===== src/design/bmse_pkg.sv =====
`default_nettype none
// ----------------------------------------------------------------------------
// bmse_pkg
// Shared types and constants for the binned mean / standard error core.
// ----------------------------------------------------------------------------
package bmse_pkg;

    localparam int CHANNELS    = 4;
    localparam int SAMPLE_BITS = 24;
    localparam int MAX_BIN_DEF = 1024;

    localparam int CFG_W  = 11;
    localparam int BIN_W  = 16;
    localparam int MEAN_W = 32;
    localparam int ERR_W  = 31;

    localparam logic [CFG_W-1:0] BIN_SIZE_RST = CFG_W'(10);

    typedef logic signed [SAMPLE_BITS-1:0] sample_t;

    typedef struct packed {
        sample_t    sample_a;
        sample_t    sample_b;
        sample_t    sample_c;
        sample_t    sample_d;
        logic       end_of_data;
    } in_beat_t;

    typedef struct packed {
        logic [BIN_W-1:0]         bin_number;
        logic signed [MEAN_W-1:0] mean_a;
        logic signed [MEAN_W-1:0] mean_b;
        logic signed [MEAN_W-1:0] mean_c;
        logic signed [MEAN_W-1:0] mean_d;
        logic [ERR_W-1:0]         err_a;
        logic [ERR_W-1:0]         err_b;
        logic [ERR_W-1:0]         err_c;
        logic [ERR_W-1:0]         err_d;
    } out_beat_t;

    // lane -> merge status
    typedef struct packed {
        logic                     done;
        logic signed [MEAN_W-1:0] mean;
        logic [ERR_W-1:0]         err;
    } lane_res_t;

endpackage
`default_nettype wire


===== src/design/bmse_lane.sv =====
`default_nettype none
// ----------------------------------------------------------------------------
// bmse_lane
// One channel: sum / sum-of-squares accumulators plus a bit-serial finisher
// (shift-add multiplies, restoring divides, digit-by-digit square root).
// ----------------------------------------------------------------------------
module bmse_lane #(
    parameter int MAX_BIN = bmse_pkg::MAX_BIN_DEF,
    localparam int NB = $clog2(MAX_BIN + 1),
    localparam int DW = 3 * NB
) (
    input  wire logic                 aclk,
    input  wire logic                 aresetn,
    input  wire logic                 acc_en,
    input  wire logic                 close,
    input  wire bmse_pkg::sample_t    sample,
    input  wire logic [NB-1:0]        n_in,
    input  wire logic [DW-1:0]        err_div,
    input  wire logic                 release_en,
    output bmse_pkg::lane_res_t       res
);
    import bmse_pkg::*;

    localparam int LB   = $clog2(MAX_BIN);
    localparam int SUMW = SAMPLE_BITS + LB;
    localparam int SQW  = 2 * SAMPLE_BITS - 1 + LB;
    localparam int VW   = SQW + NB;
    localparam int PW   = 2 * SUMW;
    localparam int XW   = (VW > PW) ? VW : PW;
    localparam int MW   = SUMW + 8;
    localparam int QW   = VW + 16;
    localparam int CW   = $clog2(QW + 1);
    localparam int MX   = MW + 33;

    localparam logic [2:0] ST_IDLE = 3'd0;
    localparam logic [2:0] ST_MULA = 3'd1;
    localparam logic [2:0] ST_MULB = 3'd2;
    localparam logic [2:0] ST_DIVM = 3'd3;
    localparam logic [2:0] ST_DIVE = 3'd4;
    localparam logic [2:0] ST_SQRT = 3'd5;
    localparam logic [2:0] ST_DONE = 3'd6;

    logic [2:0]             state_reg, state_next;
    logic signed [SUMW-1:0] sum_reg, sum_next;
    logic [SQW-1:0]         sq_reg, sq_next;
    logic                   neg_reg, neg_next;
    logic [SUMW-1:0]        mag_reg, mag_next;
    logic [SUMW-1:0]        mop_reg, mop_next;
    logic [SQW-1:0]         wsq_reg, wsq_next;
    logic [NB-1:0]          n_reg, n_next;
    logic [VW-1:0]          prod_reg, prod_next;
    logic [PW-1:0]          msq_reg, msq_next;
    logic [QW-1:0]          dq_reg, dq_next;
    logic [DW-1:0]          rem_reg, rem_next;
    logic [CW-1:0]          cnt_reg, cnt_next;
    logic [MEAN_W-1:0]      mean_reg, mean_next;
    logic [ERR_W-1:0]       err_reg, err_next;
    logic [61:0]            sx_reg, sx_next;
    logic [30:0]            root_reg, root_next;
    logic [32:0]            srem_reg, srem_next;

    logic signed [SUMW-1:0]          samp_ext, sum_add;
    logic signed [2*SAMPLE_BITS-1:0] sqr_full;
    logic [SQW-1:0]                  sq_add;
    logic [DW-1:0]                   divisor;
    logic [DW:0]                     rem2;
    logic                            qbit;
    logic [QW-1:0]                   dq_step;
    logic [DW-1:0]                   rem_step;
    logic [MX-1:0]                   qm, qsat;
    logic [XW-1:0]                   vdiff;
    logic [34:0]                     st, strial;

    assign samp_ext = SUMW'(sample);
    assign sqr_full = sample * sample;
    assign sq_add   = SQW'($unsigned(sqr_full));
    assign sum_add  = sum_reg + samp_ext;

    // shared restoring divide step
    assign divisor  = (state_reg == ST_DIVE) ? err_div : DW'(n_reg);
    assign rem2     = {rem_reg, dq_reg[QW-1]};
    assign qbit     = (rem2 >= (DW+1)'(divisor));
    assign rem_step = qbit ? DW'(rem2 - (DW+1)'(divisor)) : DW'(rem2);
    assign dq_step  = {dq_reg[QW-2:0], qbit};

    assign qm    = MX'(dq_step[MW-1:0]);
    assign vdiff = XW'(prod_reg) - XW'(msq_reg);

    assign st     = {srem_reg, sx_reg[61:60]};
    assign strial = 35'({root_reg, 2'b01});

    always_comb begin
        state_next = state_reg;
        sum_next   = sum_reg;
        sq_next    = sq_reg;
        neg_next   = neg_reg;
        mag_next   = mag_reg;
        mop_next   = mop_reg;
        wsq_next   = wsq_reg;
        n_next     = n_reg;
        prod_next  = prod_reg;
        msq_next   = msq_reg;
        dq_next    = dq_reg;
        rem_next   = rem_reg;
        cnt_next   = cnt_reg;
        mean_next  = mean_reg;
        err_next   = err_reg;
        sx_next    = sx_reg;
        root_next  = root_reg;
        srem_next  = srem_reg;
        qsat       = '0;

        if (acc_en) begin
            if (close) begin
                sum_next   = '0;
                sq_next    = '0;
                neg_next   = sum_add[SUMW-1];
                mag_next   = sum_add[SUMW-1] ? SUMW'(-sum_add) : SUMW'(sum_add);
                wsq_next   = sq_reg + sq_add;
                n_next     = n_in;
                mop_next   = SUMW'(n_in) << (SUMW - NB);
                prod_next  = '0;
                cnt_next   = CW'(NB);
                state_next = ST_MULA;
            end else begin
                sum_next = sum_add;
                sq_next  = sq_reg + sq_add;
            end
        end

        case (state_reg)
            ST_MULA: begin
                // n * sumsq, MSB first
                prod_next = (prod_reg << 1) + (mop_reg[SUMW-1] ? VW'(wsq_reg) : '0);
                mop_next  = mop_reg << 1;
                cnt_next  = cnt_reg - 1'b1;
                if (cnt_reg == CW'(1)) begin
                    mop_next   = mag_reg;
                    msq_next   = '0;
                    cnt_next   = CW'(SUMW);
                    state_next = ST_MULB;
                end
            end
            ST_MULB: begin
                // sum^2
                msq_next = (msq_reg << 1) + (mop_reg[SUMW-1] ? PW'(mag_reg) : '0);
                mop_next = mop_reg << 1;
                cnt_next = cnt_reg - 1'b1;
                if (cnt_reg == CW'(1)) begin
                    dq_next    = (QW'(mag_reg) << 8) << (QW - MW);
                    rem_next   = '0;
                    cnt_next   = CW'(MW);
                    state_next = ST_DIVM;
                end
            end
            ST_DIVM: begin
                dq_next  = dq_step;
                rem_next = rem_step;
                cnt_next = cnt_reg - 1'b1;
                if (cnt_reg == CW'(1)) begin
                    if (neg_reg) begin
                        qsat      = (qm > MX'(33'h080000000)) ? MX'(33'h080000000) : qm;
                        mean_next = MEAN_W'(-qsat);
                    end else begin
                        qsat      = (qm > MX'(33'h07FFFFFFF)) ? MX'(33'h07FFFFFFF) : qm;
                        mean_next = MEAN_W'(qsat);
                    end
                    if (n_reg < NB'(2)) begin
                        err_next   = ERR_W'(256);
                        state_next = ST_DONE;
                    end else begin
                        dq_next    = QW'(VW'(vdiff)) << 16;
                        rem_next   = '0;
                        cnt_next   = CW'(QW);
                        state_next = ST_DIVE;
                    end
                end
            end
            ST_DIVE: begin
                dq_next  = dq_step;
                rem_next = rem_step;
                cnt_next = cnt_reg - 1'b1;
                if (cnt_reg == CW'(1)) begin
                    if ((dq_step >> 62) != '0) begin
                        err_next   = '1;
                        state_next = ST_DONE;
                    end else begin
                        sx_next    = 62'(dq_step);
                        root_next  = '0;
                        srem_next  = '0;
                        cnt_next   = CW'(31);
                        state_next = ST_SQRT;
                    end
                end
            end
            ST_SQRT: begin
                sx_next  = sx_reg << 2;
                cnt_next = cnt_reg - 1'b1;
                if (st >= strial) begin
                    srem_next = 33'(st - strial);
                    root_next = {root_reg[29:0], 1'b1};
                end else begin
                    srem_next = 33'(st);
                    root_next = {root_reg[29:0], 1'b0};
                end
                if (cnt_reg == CW'(1)) begin
                    err_next   = ERR_W'(root_next);
                    state_next = ST_DONE;
                end
            end
            ST_DONE: begin
                if (release_en) begin
                    state_next = ST_IDLE;
                end
            end
            default: begin
            end
        endcase
    end

    always_ff @(posedge aclk) begin
        if (!aresetn) begin
            state_reg <= ST_IDLE;
            sum_reg   <= '0;
            sq_reg    <= '0;
        end else begin
            state_reg <= state_next;
            sum_reg   <= sum_next;
            sq_reg    <= sq_next;
        end
    end

    always_ff @(posedge aclk) begin
        neg_reg  <= neg_next;
        mag_reg  <= mag_next;
        mop_reg  <= mop_next;
        wsq_reg  <= wsq_next;
        n_reg    <= n_next;
        prod_reg <= prod_next;
        msq_reg  <= msq_next;
        dq_reg   <= dq_next;
        rem_reg  <= rem_next;
        cnt_reg  <= cnt_next;
        mean_reg <= mean_next;
        err_reg  <= err_next;
        sx_reg   <= sx_next;
        root_reg <= root_next;
        srem_reg <= srem_next;
    end

    assign res.done = (state_reg == ST_DONE);
    assign res.mean = mean_reg;
    assign res.err  = err_reg;

endmodule
`default_nettype wire


===== config.mk =====
export PLATFORM = sky130hd
export DESIGN_NAME = bmse_lane
export DESIGN_NICKNAME = d
export VERILOG_FILES = /design/src/design/bmse_pkg.sv /design/src/design/bmse_lane.sv
export SDC_FILE = /design/constraint.sdc
export NUM_CORES = 2
export LEC_CHECK = 0
export BUFFER_PORTS_ARGS = -buffer_cell sky130_fd_sc_hd__buf_2
export CORE_ASPECT_RATIO = 2
export CORE_UTILIZATION = 40
export DETAILED_ROUTE_END_ITERATION = 8
export MAX_ROUTING_LAYER = met4
export SLEW_MARGIN = 40
export SYNTH_ARGS = -nofsm -noshare
export SYNTH_HDL_FRONTEND = slang
export SYNTH_SLANG_ARGS = --single-unit

===== constraint.sdc =====
create_clock -name aclk -period 12.12 [get_ports aclk]
set_clock_uncertainty 0.15 [all_clocks]
set_input_delay 1.212 -clock aclk [delete_from_list [all_inputs] [get_ports aclk]]
set_output_delay 1.212 -clock aclk [all_outputs]
set_load 0.02 [all_outputs]

==> results.txt <==
The number of rows created at floorplan is 209. The number of inserted filler cells in the final layout came out at 15,800. The unique cell type count in the Yosys netlist is 87.

Along the worst hold path, the cell count comes to 2. The worst setup path is launched from an input port. In this run, synthesis inferred 586 flip-flops with an integrated enable. The via count of the first global-routing pass is 54,500. The clock net sink count is 680. The share of async-settable or async-resettable flops after synthesis is 0. The number of hold buffers added after cts is 0. In this design, the critical path's most frequently occurring cell is sky130_fd_sc_hd__fa_1. The origin of the critical flop-to-flop path is state_reg[2]$_SDFF_PN0_. The critical path data arrival time is 11.33 ns. The number of buffers created by CTS came out at 70. The hold violation total from the final report is 0. The die is 572 µm tall. The largest incremental delay on the critical path came out at 0.57 ns. The critical path start-end classification is input port to register. The cell at the root of the clock tree is sky130_fd_sc_hd__clkbuf_16. For the worst-skew pair, the clock arrives at the later sink with an insertion delay of 0.69 ns. The total iterations of the first detailed-routing run came out at 5. The die outline width came out at 287 µm. The startpoint identified for the worst hold timing path is sum_reg[31]$_SDFFE_PN0P_. The cell taking the most area after synthesis is sky130_fd_sc_hd__edfxtp_1. The max-slew headroom at the worst pin came out at 0.436.

In the post-synthesis netlist, the biggest area contributors are sky130_fd_sc_hd__edfxtp_1 27%, sky130_fd_sc_hd__fa_1 17%, sky130_fd_sc_hd__ha_1 8.7%. The wire length of the first global-routing pass came out at 302,000 µm. The final-stage net count came out at 8,112.

The clock transition at the registers of the reported paths came out at 0.07 ns. The worst register-to-register path has a setup slack of 5.46 ns. In the synthesized netlist the dominant register cell turns out to be sky130_fd_sc_hd__edfxtp_1. The H-tree depth reported by CTS is 3.

The flow ran to the end, and the final reports show no timing, DRC or antenna violations. The final wirelength came out at 196,000 µm. Setup repair after global routing left no endpoint under its margin.

The worst reg2reg path endpoint is mean_reg[24]$_DFFE_PP_. The number of placed instances, taps included, is 9,056. The post-synth design cell area came out at 65,100 µm². The initial standard-cell utilization of the core is 0.402.

The number of cells on the worst reg-to-reg path is 18. The final cycle utilization of the critical path came out at 0.897. The overall overflow remaining after global route is 0.

The post-synthesis register bit count is 680. The sequential-to-total area share from yosys stat came out at 0.299. The number of cells in the finished layout apart from fillers came out at 9,185. The mean number of vias per cell came out at 5.56. The final setup TNS came out at 0 ns. The total routing resource utilization after global routing is 0.246.

The layout-stage area growth over the synthesis result came out at 8.61%. The post-route minimum period came out at 10.87 ns. The clock tree buffer depth came out at 3.

The slowest stage of the critical path belongs to the cell sky130_fd_sc_hd__nor3_1. The synthesized net count came out at 8,091. A synthesized cell averages 9.29 µm².

Across the run, the number of max-cap violations was 0. The share of synthesized area in the top cell type comes to 0.271. Of all nets on the critical path, the largest fanout is 24.

The number of DRC violations after detailed routing came out at 0. The number of vias after detailed routing is 51,100. The tightest min-delay check is of the register to register type. The instance count of the mapped netlist is 6,999. The number of port buffers is 136. The required time at the endpoint of the critical path is 12.58 ns.

At the end of routability-driven placement, the weighted congestion stood at 0.968. The slew at the pin closest to its max-slew limit is 0.838 ns. The final count of pins violating max slew came out at 0. The number of flip-flops under the largest register name is 84. The count of nets left with antenna violations once routing finished came out at 0.

Setup violations remaining at the end of the flow were counted as 0. The worst hold path terminates at sum_reg[31]$_SDFFE_PN0P_. The placed wire-length estimate is 157,000 µm.

The count of cells resized by post-cts repair is 0. The number of buffers inserted to repair setup after CTS came out at 0. 137 I/O pins were placed. After floorplanning, the core was sized to cover 162,000 µm². Entering global routing, the biggest net connects 95 pins. The share of post-route cells with drive strength above 1 is 0.0607. STA classifies the critical path endpoint as a register.

In this run, the number of DRC markers left after iteration 0 of detailed routing was 2,596. The routed length per instance is 21.4 µm. The highest clock frequency the design can meet is 92.0 MHz. The die covers 164,000 µm². The number of warnings reported in the yosys synthesis log came out at 0.

TritonCTS built the clock tree. The number of antenna violations at the first check in global routing is 3.
[metrics by stage]
| step | area [µm²] | hold slack [ns] | util | worst slack [ns] |
|---|---|---|---|---|
| 2_1_floorplan | 65100 | 0.295 | - | 1.66 |
| 3_3_place_gp | 68100 | 0.320 | 0.421 | 0.735 |
| 3_5_place_dp | 68300 | 0.327 | 0.422 | 0.725 |
| 4_1_cts | 70600 | 0.336 | 0.436 | 1.44 |
| 5_1_grt | 70700 | 0.344 | 0.436 | 0.948 |
| 6_report | 70700 | 0.338 | 0.436 | 1.25 |
[metal layers]
metal | wire length (µm) | vias up | track usage
met5 | 0 | - | -
met1 | 67800 | 25200 | 0.231
met4 | 15400 | 0 | 0.174
met3 | 5730 | 536 | 0.0190
li1 | - | 24000 | -
met2 | 107000 | 1269 | 0.466
[cells in the mapped netlist (94+ instances only)]
cell	number
sky130_fd_sc_hd__nand3_1	114
sky130_fd_sc_hd__nor2_1	533
sky130_fd_sc_hd__a21o_1	238
sky130_fd_sc_hd__and2_1	235
sky130_fd_sc_hd__clkbuf_1	276
sky130_fd_sc_hd__fa_1	566
sky130_fd_sc_hd__xnor2_1	255
sky130_fd_sc_hd__ha_1	453
sky130_fd_sc_hd__a21oi_1	414
sky130_fd_sc_hd__nand2_1	726
sky130_fd_sc_hd__o21ai_0	292
sky130_fd_sc_hd__xor2_1	137
sky130_fd_sc_hd__dfxtp_1	94
sky130_fd_sc_hd__edfxtp_1	586
sky130_fd_sc_hd__inv_1	891
[worst max path at each step]
| stage | startpoint | end | cells after the start |
|---|---|---|---|
| after floorplan | sample[23] | wsq_reg[50]$_DFFE_PP_ | 34 |
| after global placement | sample[4] | sq_reg[55]$_SDFFE_PN0P_ | 39 |
| after detailed placement | sample[9] | sq_reg[50]$_SDFFE_PN0P_ | 35 |
| after CTS | sample[9] | sq_reg[50]$_SDFFE_PN0P_ | 35 |
| after global routing | sample[9] | sq_reg[54]$_SDFFE_PN0P_ | 35 |
| final | sample[9] | sq_reg[50]$_SDFFE_PN0P_ | 35 |
[layout make-up]
class | count | area, µm² | area share
inverter | 893 | 3350 | 0.0475
clock buffer | 78 | 1800 | 0.0255
sequential | 680 | 19500 | 0.276
timing repair buffer | 244 | 1590 | 0.0225
tap | 2110 | 2640 | 0.0374
multi-input combinational | 5131 | 41300 | 0.584
clock inverter | 45 | 487 | 0.00689
antenna | 4 | 10.0 | 0.000142
[critical path, delay by kind of cell]
| kind | cells | cell delay, ns |
|---|---|---|
| compound gates | 12 | 2.60 |
| xor+xnor | 1 | 0.15 |
| fa+ha+maj | 9 | 4.34 |
| buf+inv | 8 | 1.32 |
| simple gates | 5 | 1.66 |
[logic make-up (layout without fill, tap and decap cells)]
| kind of cell | count (synthesis) | after routing | synth area share |
|---|---|---|---|
| compound gates | 1570 | 1570 | 0.159 |
| xor+xnor | 392 | 392 | 0.0528 |
| fa+ha+maj | 1019 | 1019 | 0.261 |
| buf+inv | 1188 | 1260 | 0.0686 |
| flops | 680 | 680 | 0.299 |
| mux | 25 | 25 | 0.00389 |
| other cells | 0 | 4 | 0 |
| simple gates | 2125 | 2125 | 0.155 |
[layout by cell type (no fill, tap or decap), types with 23 or more instances in the layout]
cell,n
sky130_fd_sc_hd__nor2b_1,71
sky130_fd_sc_hd__o21bai_1,42
sky130_fd_sc_hd__ha_1,453
sky130_fd_sc_hd__nand4_1,72
sky130_fd_sc_hd__a31oi_1,64
sky130_fd_sc_hd__nor4_1,29
sky130_fd_sc_hd__o21ai_0,290
sky130_fd_sc_hd__a211oi_1,38
sky130_fd_sc_hd__nand2b_1,46
sky130_fd_sc_hd__nor2_1,525
sky130_fd_sc_hd__a22o_1,29
sky130_fd_sc_hd__buf_4,96
sky130_fd_sc_hd__fa_1,566
sky130_fd_sc_hd__clkbuf_16,71
sky130_fd_sc_hd__nand2_1,722
sky130_fd_sc_hd__o211ai_1,23
sky130_fd_sc_hd__o21a_1,81
sky130_fd_sc_hd__a22oi_1,92
sky130_fd_sc_hd__mux2i_1,23
sky130_fd_sc_hd__buf_2,136
sky130_fd_sc_hd__o31ai_1,23
sky130_fd_sc_hd__dfxtp_1,94
sky130_fd_sc_hd__xnor2_1,255
sky130_fd_sc_hd__inv_1,890
sky130_fd_sc_hd__or3_1,35
sky130_fd_sc_hd__a21o_1,238
sky130_fd_sc_hd__and3_1,77
sky130_fd_sc_hd__nand3_1,114
sky130_fd_sc_hd__edfxtp_1,586
sky130_fd_sc_hd__nor3_1,88
sky130_fd_sc_hd__xor2_1,137
sky130_fd_sc_hd__a21oi_1,409
sky130_fd_sc_hd__and2_1,233
Power is not shown: default switching activity piles up to over one toggle a cycle in this logic, so the estimate is an artifact.
