File: config.mk
export PLATFORM = sky130hd
export DESIGN_NAME = bmse_merge
export DESIGN_NICKNAME = d
export VERILOG_FILES = /design/src/design/bmse_pkg.sv /design/src/design/bmse_merge.sv
export SDC_FILE = /design/constraint.sdc
export NUM_CORES = 1
export LEC_CHECK = 0
export BUFFER_PORTS_ARGS = -buffer_cell sky130_fd_sc_hd__buf_4
export CAP_MARGIN = 15
export CORE_AREA = 2 2 211 213
export CTS_BUF_LIST = sky130_fd_sc_hd__clkbuf_8
export DETAILED_ROUTE_END_ITERATION = 7
export DIE_AREA = 0 0 213 215
export GPL_ROUTABILITY_DRIVEN = 0
export SYNTH_ARGS = -nofsm -noshare
export SYNTH_HDL_FRONTEND = slang
export SYNTH_SLANG_ARGS = --single-unit
File: constraint.sdc
create_clock -name aclk -period 16.23 [get_ports aclk]
set_input_delay 1.623 -clock aclk [delete_from_list [all_inputs] [get_ports aclk]]
set_output_delay 1.623 -clock aclk [all_outputs]
set_load 0.01 [all_outputs]
File: src/design/bmse_pkg.sv
`default_nettype none
// ----------------------------------------------------------------------------
// bmse_pkg
// Shared types and constants for the binned mean / standard error core.
// ----------------------------------------------------------------------------
package bmse_pkg;

    localparam int CHANNELS    = 4;
    localparam int SAMPLE_BITS = 24;
    localparam int MAX_BIN_DEF = 1024;

    localparam int CFG_W  = 11;
    localparam int BIN_W  = 16;
    localparam int MEAN_W = 32;
    localparam int ERR_W  = 31;

    localparam logic [CFG_W-1:0] BIN_SIZE_RST = CFG_W'(10);

    typedef logic signed [SAMPLE_BITS-1:0] sample_t;

    typedef struct packed {
        sample_t    sample_a;
        sample_t    sample_b;
        sample_t    sample_c;
        sample_t    sample_d;
        logic       end_of_data;
    } in_beat_t;

    typedef struct packed {
        logic [BIN_W-1:0]         bin_number;
        logic signed [MEAN_W-1:0] mean_a;
        logic signed [MEAN_W-1:0] mean_b;
        logic signed [MEAN_W-1:0] mean_c;
        logic signed [MEAN_W-1:0] mean_d;
        logic [ERR_W-1:0]         err_a;
        logic [ERR_W-1:0]         err_b;
        logic [ERR_W-1:0]         err_c;
        logic [ERR_W-1:0]         err_d;
    } out_beat_t;

    // lane -> merge status
    typedef struct packed {
        logic                     done;
        logic signed [MEAN_W-1:0] mean;
        logic [ERR_W-1:0]         err;
    } lane_res_t;

endpackage
`default_nettype wire

File: src/design/bmse_merge.sv
`default_nettype none
// ----------------------------------------------------------------------------
// bmse_merge
// Waits for all lanes, packs their results into the output beat register.
// ----------------------------------------------------------------------------
module bmse_merge (
    input  wire logic                  aclk,
    input  wire logic                  aresetn,
    input  wire bmse_pkg::lane_res_t   lane_res [bmse_pkg::CHANNELS],
    input  wire logic [bmse_pkg::BIN_W-1:0] bin_no,
    output logic                       release_en,
    output logic                       m_valid,
    input  wire logic                  m_ready,
    output bmse_pkg::out_beat_t        m_data
);
    import bmse_pkg::*;

    logic      m_valid_reg, m_valid_next;
    out_beat_t m_data_reg, m_data_next;
    logic      all_done;

    always_comb begin
        all_done = 1'b1;
        for (int i = 0; i < CHANNELS; i++) begin
            all_done = all_done & lane_res[i].done;
        end
    end

    assign release_en = all_done && (!m_valid_reg || m_ready);

    always_comb begin
        m_data_next  = m_data_reg;
        m_valid_next = m_valid_reg && !m_ready;
        if (release_en) begin
            m_valid_next           = 1'b1;
            m_data_next.bin_number = bin_no;
            m_data_next.mean_a     = lane_res[0].mean;
            m_data_next.mean_b     = lane_res[1].mean;
            m_data_next.mean_c     = lane_res[2].mean;
            m_data_next.mean_d     = lane_res[3].mean;
            m_data_next.err_a      = lane_res[0].err;
            m_data_next.err_b      = lane_res[1].err;
            m_data_next.err_c      = lane_res[2].err;
            m_data_next.err_d      = lane_res[3].err;
        end
    end

    always_ff @(posedge aclk) begin
        if (!aresetn) begin
            m_valid_reg <= 1'b0;
        end else begin
            m_valid_reg <= m_valid_next;
        end
    end

    always_ff @(posedge aclk) begin
        m_data_reg <= m_data_next;
    end

    assign m_valid = m_valid_reg;
    assign m_data  = m_data_reg;

endmodule
`default_nettype wire

==> reports/summary.txt, run 1 <==
IO Pins -> 545
starting DRC count in detailed routing -> 215
vias -> 5207
initial antenna violation count -> 0
CP max stage delay -> 0.82 ns
setup TNS -> 0 ns
final wirelength -> 24800 um
status -> complete, no violations
Worst IR Drop VDD -> 0.0733 mV
vias per std cell -> 3.46
Yosys top cell by area -> edfxtp_1
slew margin rel. -> 0.376
CP Cell Sequence -> buf_4 -> nand4_1 -> nor2b_4 -> buf_4 -> buf_12 -> buf_4
ranking of synthesized cells by area -> edfxtp_1 (99%), dfxtp_1 (0.25%), a21boi_2 (0.14%)
max-cap viol count -> 0
core box area -> 0.0436 sq mm
Slew Viols, Final -> 0
Compound-Gate Fraction of Synth Area -> 0.00139
drt first pass iters -> 4
Die Width -> 213 um
Tot GR Track Use -> 0.103
drt wl/cell -> 16.5 um
slowest stage cell, crit path -> buf_4
grt total ovfl -> 0
Crit path arrival time -> 4.38 ns
final-stage net count -> 1146
Reg-to-Reg Start -> m_valid
post-synthesis xor/xnor area fraction -> 0
GR Util met1 -> 0.102
Avg Inst Size Synth -> 29.7 sq um
Worst Tran Pin Value -> 0.935 ns
Setup crit end kind -> register
number of routed nets with antenna violations -> 0
hold buffers post-CTS -> 0
met2 usage -> 0.174
# DRC -> 0
first-pass GRT wire length -> 34400 um
Synth Net Count -> 548
hold_ws -> 0.516 ns
clk slew on worst S/H paths -> 0.05 ns
Synth Register Bits -> 269
Post-DP Area -> 0.0130 sq mm
peak fanout along the critical path -> 121
Num CTS Buffers -> 49
R2R setup slack -> 13.08 ns
final instance area -> 0.0140 sq mm
hpwl dp -> 18800 um
Final Hold Vio Count -> 0
Bufs on Longest Clock Path -> 3
die height -> 215 um
CP startpoint kind -> input port
Critical Path Most Common Cell -> buf_4
largest family of logic cells by synthesized area -> simple AND/OR/NAND/NOR gates
RSZ-0062 raised after global routing -> false
Syn-to-layout area delta -> 73.1%
adder-cell share of the synthesized area -> 0
power per cell area -> 110 mW/mm^2
clock root cell -> clkbuf_8
post-synthesis mux area share -> 0
Max H-tree Level -> 2
Multi-input gate area -> 37.5 sq um
CP required -> 16.43 ns
busiest grt layer -> met2
final core occ -> 0.321
Filler Cells Inserted -> 4299
Buffers on Ports -> 544
ant diodes -> 0
Setup CP Type -> in -> reg
Simple-Gate Fraction of Synth Area -> 0.00232
layout cells sized above 1 -> 0.675
Syn. warnings -> 0
CTS tree -> built
met3 GRT Util -> 0.0614
crit share post-route -> 0.258
Reg area -> 0.00807 sq mm
# rows -> 77
vias in the first global route -> 5634
worst hold start -> m_valid
Synth Cell Area -> 0.00810 sq mm
FF-to-FF End -> m_data[176]
clock sink count -> 269
setup violators final -> 0
largest net degree at the start of global routing -> 122
setup bufs post-CTS -> 0
WHS Endpoint -> m_valid
hold crit path type -> reg -> reg
cell count after synthesis -> 273
hold path depth -> 2
Fmax -> 239 MHz
Clock Latency Late Sink -> 0.59 ns
Layout Skew -> 0.0158 ns
die area -> 0.0458 sq mm
register area share after synthesis -> 0.996
Starting Density -> 0.186
number of library cell types mapped by synthesis -> 6
min cycle time layout -> 4.18 ns
post_cts resized -> 0
Leak -> 5.69 nW
Largest register FFs -> 268
share of the synthesized area in the top cell type -> 0.994
Worst R2R Path Depth -> 5
[Yosys cell counts (all sizes together)]
cell type	count
edfxtp	268
a21boi	1
dfxtp	1
nand2b	1
nand4	1
nor2b	1
[metrics by stage]
stage / cells / setup WS [ns] / total power [W]
final: 1504 / 12.05 / 0.00155
after global routing: 1504 / 11.82 / 0.00162
after CTS: 1504 / 12.04 / 0.00158
after detailed placement: 1412 / 11.37 / 0.000882
after global placement: 1412 / 11.43 / 0.000880
after floorplan: 273 / 0.981 / 0.000815
[report_power, final]
group	switching [W]	internal (W)
clock	0.000283	0.000397
sequential	0.00000346	0.000780
combinational	0.0000282	0.0000544
total	0.000315	0.00123
[kinds of logic (layout without fill, tap and decap cells)]
kind of cell | count (synthesis) | count (layout)
and+or+nand+nor | 3 | 3
buffers and inverters | 0 | 639
DFF | 269 | 269
AOI/OAI and AO/OA | 1 | 1
[critical path: cells and delay by family]
kind | cells | cell delay [ns]
buf+inv | 4 | 2.16
simple gates | 2 | 0.46
[cell type report]
class                           instances  share of cell area
Sequential cell                       269               0.576
Timing Repair Buffer                  547               0.294
Tap cell                              592              0.0529
Clock buffer                           53              0.0520
Clock inverter                         39              0.0229
Multi-Input combinational cell          4             0.00268
[how the worst max path moves through the flow]
stage | end | startpoint | slack, ns | depth (start not counted)
floorplan | release_en | m_ready | 0.98 | 2
global placement | m_data[176] | lane_res[127] | 11.43 | 6
detailed placement | m_data[87] | lane_res[127] | 11.37 | 6
CTS | m_data[176] | lane_res[127] | 12.04 | 6
global route | m_data[176] | lane_res[127] | 11.82 | 6
finish | m_data[176] | lane_res[127] | 12.05 | 6
[cells in the final DEF, fill, tap and decap left out, drive strengths merged]
cell type  synthesis  final
a21boi             1      1
buf                0    547
bufinv             0      6
clkbuf             0     53
clkinv             0     15
clkinvlp           0      1
dfxtp              1      1
edfxtp           268    268
inv                0     17
nand2b             1      1
nand4              1      1
nor2b              1      1
[per-layer routing]
layer / part of all wire / wire [um]
met4: 0.027 / 671
met3: 0.15 / 3760
met1: 0.33 / 8280
met5: 0 / 0
met2: 0.49 / 12100
(Power assumes the default switching activity.)
==> run 2: changes to the inputs <==
clock period = 4.3 ns   (was 16.23 ns; I/O delays follow)
==> reports/summary.txt, run 2 (synthesis results as in run 1) <==
CP Cell Sequence -> nand2b_1 -> nor2b_4 -> buf_4
crit share post-route -> 0.628
WHS Endpoint -> m_valid
number of routed nets with antenna violations -> 0
CTS tree -> built
setup violators final -> 0
worst hold start -> aresetn
most common cell after layout, fill and taps aside -> buf_4
Final Hold Vio Count -> 0
Worst Tran Pin Value -> 1.19 ns
first-pass GRT wire length -> 40500 um
Clock Latency Late Sink -> 0.58 ns
final cell count without fillers -> 1782
# rows -> 77
Layout Skew -> 0.0218 ns
total power draw -> 0.00582 W
Die Width -> 213 um
switching power -> 0.00127 W
CP startpoint kind -> register
Clock Power Share -> 0.401
Worst R2R Path Depth -> 3
IO Pins -> 545
clock sink count -> 269
final core occ -> 0.382
peak fanout along the critical path -> 27
CP max stage delay -> 0.97 ns
vias per std cell -> 3.49
Multi-input gate area -> 37.5 sq um
drt wl/cell -> 16.2 um
Leak -> 6.78 nW
Filler Cells Inserted -> 3940
slowest stage cell, crit path -> nor2b_4
Worst IR Drop VDD -> 0.373 mV
core box area -> 0.0436 sq mm
max-cap viol count -> 0
# placed instances -> 1423
Crit path arrival time -> 2.27 ns
Fmax -> 370 MHz
Starting Density -> 0.186
grt total ovfl -> 0
Cell Int Power -> 0.00455 W
Buffers on Ports -> 544
slew margin rel. -> 0.205
layout cells sized above 1 -> 0.530
final-stage net count -> 1423
status -> complete, no violations
Tot GR Track Use -> 0.120
min cycle time layout -> 2.70 ns
largest net degree at the start of global routing -> 66
die height -> 215 um
clock root cell -> clkbuf_8
R2R setup slack -> 2.05 ns
setup bufs post-CTS -> 0
clk slew on worst S/H paths -> 0.06 ns
Setup crit end kind -> primary output
Reg-to-Reg Start -> m_valid
Slew Viols, Final -> 0
RSZ-0062 raised after global routing -> false
post_cts resized -> 0
final wirelength -> 28900 um
setup TNS -> 0 ns
Seq pwr share -> 0.508
Setup CP Type -> reg -> out
most frequent cells in the layout -> buf_4 (556), dlygate4sd3_1 (268), edfxtp_1 (268), clkbuf_8 (48), clkinv_1 (11)
hold crit path type -> in -> reg
Sw Ratio -> 0.218
Syn-to-layout area delta -> 106%
power per cell area -> 349 mW/mm^2
starting DRC count in detailed routing -> 225
hold path depth -> 2
vias -> 6222
initial antenna violation count -> 6
Bufs on Longest Clock Path -> 3
drt first pass iters -> 4
vias in the first global route -> 6883
Max H-tree Level -> 2
CP required -> 3.87 ns
Largest register FFs -> 268
FF-to-FF End -> m_data[133]
combinational power share -> 0.091
hpwl dp -> 19600 um
# DRC -> 0
hold_ws -> 0.114 ns
Reg area -> 0.00807 sq mm
Num CTS Buffers -> 47
die area -> 0.0458 sq mm
run 2: changes by cell type in the layout (fill, tap and decap cells not counted), sizes merged:
cell and delta:
buf +11, clkbuf -5, clkinv +8, bufinv -3
inv -7, clkinvlp +2, dlygate4sd3 +268, diode +4
run 2: worst max path at each step:
| stage | startpoint | cells past startpoint | end | slack (ns) |
|---|---|---|---|---|
| 2_1_floorplan | lane_res[127] | 2 | m_data[0] | -0.81 |
| 3_3_place_gp | lane_res[127] | 4 | m_data[253] | 1.78 |
| 3_5_place_dp | lane_res[127] | 4 | m_data[43] | 1.73 |
| 4_1_cts | m_valid | 3 | release_en | 1.50 |
| 5_1_grt | m_valid | 3 | release_en | 1.45 |
| 6_report | m_valid | 3 | release_en | 1.60 |
run 2: timing repair:
action                                  CTS  global route
endpoints found under the setup margin    0             0
hold buffers                            268             0
hold endpoints to repair                268             0
run 2: layout make-up:
cell class | instances | share of cell area
sequential | 269 | 0.484
timing repair buffer | 826 | 0.413
tap | 592 | 0.0444
clock buffer | 48 | 0.0396
clock inverter | 39 | 0.0161
multi-input combinational | 4 | 0.00225
antenna | 4 | 0.000600
run 2: power by group through the flow:
stage,combinational (W),clock [W],sequential (W)
finish,0.000527,0.00234,0.00296
global route,0.000561,0.00256,0.00296
CTS,0.000526,0.00244,0.00296
detailed placement,0.000323,0,0.00301
global placement,0.000317,0,0.00301
floorplan,0.0000189,0,0.00304
run 2: critical path, delay by kind of cell (launching register included):
kind | cells | cell delay (ns)
buffers and inverters | 1 | 0.27
DFF | 1 | 0.32
and+or+nand+nor | 2 | 1.08
run 2: metal layers:
layer | up-vias | global-route usage | part of all wire
met5 | - | 0 | 0.00093
li1 | 2890 | - | -
met1 | 2919 | 0.123 | 0.36
met2 | 364 | 0.211 | 0.50
met4 | 4 | 0.0450 | 0.023
met3 | 45 | 0.0561 | 0.11
run 2: per-stage QoR:
stage	instance area [sq um]	worst slack, ns
6_report	16700	1.60
5_1_grt	16700	1.45
4_1_cts	16700	1.50
3_5_place_dp	13100	1.73
3_3_place_gp	13100	1.78
2_1_floorplan	8110	-0.806
==> run 3: changes to the inputs <==
CORE_AREA = 2 2 209 211   (was 2 2 211 213)
DIE_AREA = 0 0 211 213   (was 0 0 213 215)
clock period = 2.4 ns   (was 4.3 ns; I/O delays follow)
==> reports/summary.txt, run 3 (synthesis results as in run 1) <==
status -> complete, no violations
Bufs on Longest Clock Path -> 3
Leak -> 6.76 nW
Max H-tree Level -> 2
Cell Int Power -> 0.00783 W
Buffers on Ports -> 544
RSZ-0062 raised after global routing -> false
hold path depth -> 4
Setup crit end kind -> primary output
met3 wire len -> 3010 um
power per cell area -> 603 mW/mm^2
hpwl dp -> 19800 um
Largest register FFs -> 268
Sw Ratio -> 0.214
Reg-to-Reg Start -> m_valid
starting DRC count in detailed routing -> 326
largest net degree at the start of global routing -> 82
CP startpoint kind -> register
Worst R2R Path Depth -> 4
worst hold start -> lane_res[63]
WHS Endpoint -> m_data[51]
most frequent cells in the layout -> buf_4 (552), dlygate4sd3_1 (270), edfxtp_1 (268), clkbuf_8 (46), inv_1 (21)
setup bufs post-CTS -> 0
final wirelength -> 29600 um
Worst IR Drop VDD -> 0.406 mV
Worst Tran Pin Value -> 0.459 ns
max-cap viol count -> 0
clock root cell -> clkbuf_8
# rows -> 76
R2R setup slack -> 0.70 ns
slew margin rel. -> 0.694
Clock Power Share -> 0.372
total power draw -> 0.00997 W
hold crit path type -> in -> reg
initial antenna violation count -> 2
Post-Route M1 WL -> 10500 um
DP Worst Slack -> 0.626 ns
setup ws final -> 0.233 ns
Crit path arrival time -> 1.93 ns
post_cts resized -> 0
Final Hold Vio Count -> 0
final core occ -> 0.387
uppermost layer routed -> met5
Setup CP Type -> reg -> out
final-stage net count -> 1422
Seq pwr share -> 0.532
vias in the first global route -> 6946
Clock Latency Late Sink -> 0.58 ns
Num CTS Buffers -> 46
Layout Skew -> 0.0162 ns
most common cell after layout, fill and taps aside -> buf_4
peak fanout along the critical path -> 36
core box area -> 0.0427 sq mm
crit share post-route -> 0.903
combinational power share -> 0.097
clk slew on worst S/H paths -> 0.06 ns
Post-DP Area -> 0.0130 sq mm
Tot GR Track Use -> 0.123
CTS tree -> built
Starting Density -> 0.190
hold_ws -> 0.359 ns
min cycle time layout -> 2.17 ns
# DRC -> 0
number of routed nets with antenna violations -> 0
Slew Viols, Final -> 0
drt wl/cell -> 17.1 um
met2 WL -> 15300 um
clock sink count -> 269
setup violators final -> 0
CP required -> 2.16 ns
first-pass GRT wire length -> 41000 um
vias -> 6285
die height -> 213 um
switching power -> 0.00214 W
final instance area -> 0.0165 sq mm
drt first pass iters -> 4
Die Width -> 211 um
IO Pins -> 545
Fmax -> 461 MHz
vias per std cell -> 3.64
die area -> 0.0449 sq mm
layout cells sized above 1 -> 0.518
FF-to-FF End -> m_data[37]
grt total ovfl -> 0
Syn-to-layout area delta -> 104%
-- run 3: cell types whose count changed in the layout (fill, tap and decap cells not counted), sizes merged, moves of 2 or more --
cell	previous run	this run
diode	4	1
dlygate4sd3	268	270
buf	558	556
clkinv	23	10
bufinv	3	1
inv	10	22
clkbuf	48	46
-- run 3: stage by stage --
step	cells	setup TNS, ns
3_3_place_gp	1375	0
3_5_place_dp	1375	0
6_report	1729	0
5_1_grt	1728	0
2_1_floorplan	273	-684.86
4_1_cts	1728	0
-- run 3: how the worst max path moves through the flow --
stage | start | to | slack, ns | cells past startpoint
finish | m_valid | release_en | 0.23 | 5
global route | m_valid | release_en | 0.10 | 5
CTS | m_valid | release_en | 0.17 | 5
detailed placement | lane_res[127] | m_data[172] | 0.63 | 5
global placement | lane_res[255] | m_data[172] | 0.66 | 5
floorplan | m_valid | m_data[0] | -2.55 | 2
-- run 3: area by class of cell --
cell class / count / area, sq um
diodes: 1 / 2.50
multi-input cells: 4 / 37.5
clock buffers: 46 / 633
clock inverters: 37 / 186
well taps: 546 / 683
repair buffers: 826 / 6930
flip-flops and latches: 269 / 8070
fillers: 3843 / 26200
-- run 3: critical path: stages (launching register included) --
cell and delay (ns):
dfxtp_2 0.32, nand2b_1 0.10, nor2b_4 0.22, buf_12 0.26, buf_12 0.23, buf_4 0.15
-- run 3: power groups by stage --
stage | logic, W | clock network, W | registers (W)
after detailed placement | 0.000589 | 0 | 0.00540
after CTS | 0.000955 | 0.00385 | 0.00530
after global routing | 0.00102 | 0.00407 | 0.00530
after global placement | 0.000577 | 0 | 0.00539
after floorplan | 0.0000338 | 0 | 0.00545
final | 0.000963 | 0.00371 | 0.00530
-- run 3: routing by layer --
| metal | track usage | vias to the layer above |
|---|---|---|
| li1 | - | 2883 |
| met1 | 0.129 | 2966 |
| met2 | 0.220 | 387 |
| met3 | 0.0531 | 47 |
| met4 | 0.0454 | 2 |
| met5 | 0 | - |
-- run 3: repair_timing --
action | 4_1_cts | 5_1_grt
hold buffers | 270 | 0
endpoints found under the setup margin | 0 | 0
hold endpoints to repair | 269 | 0
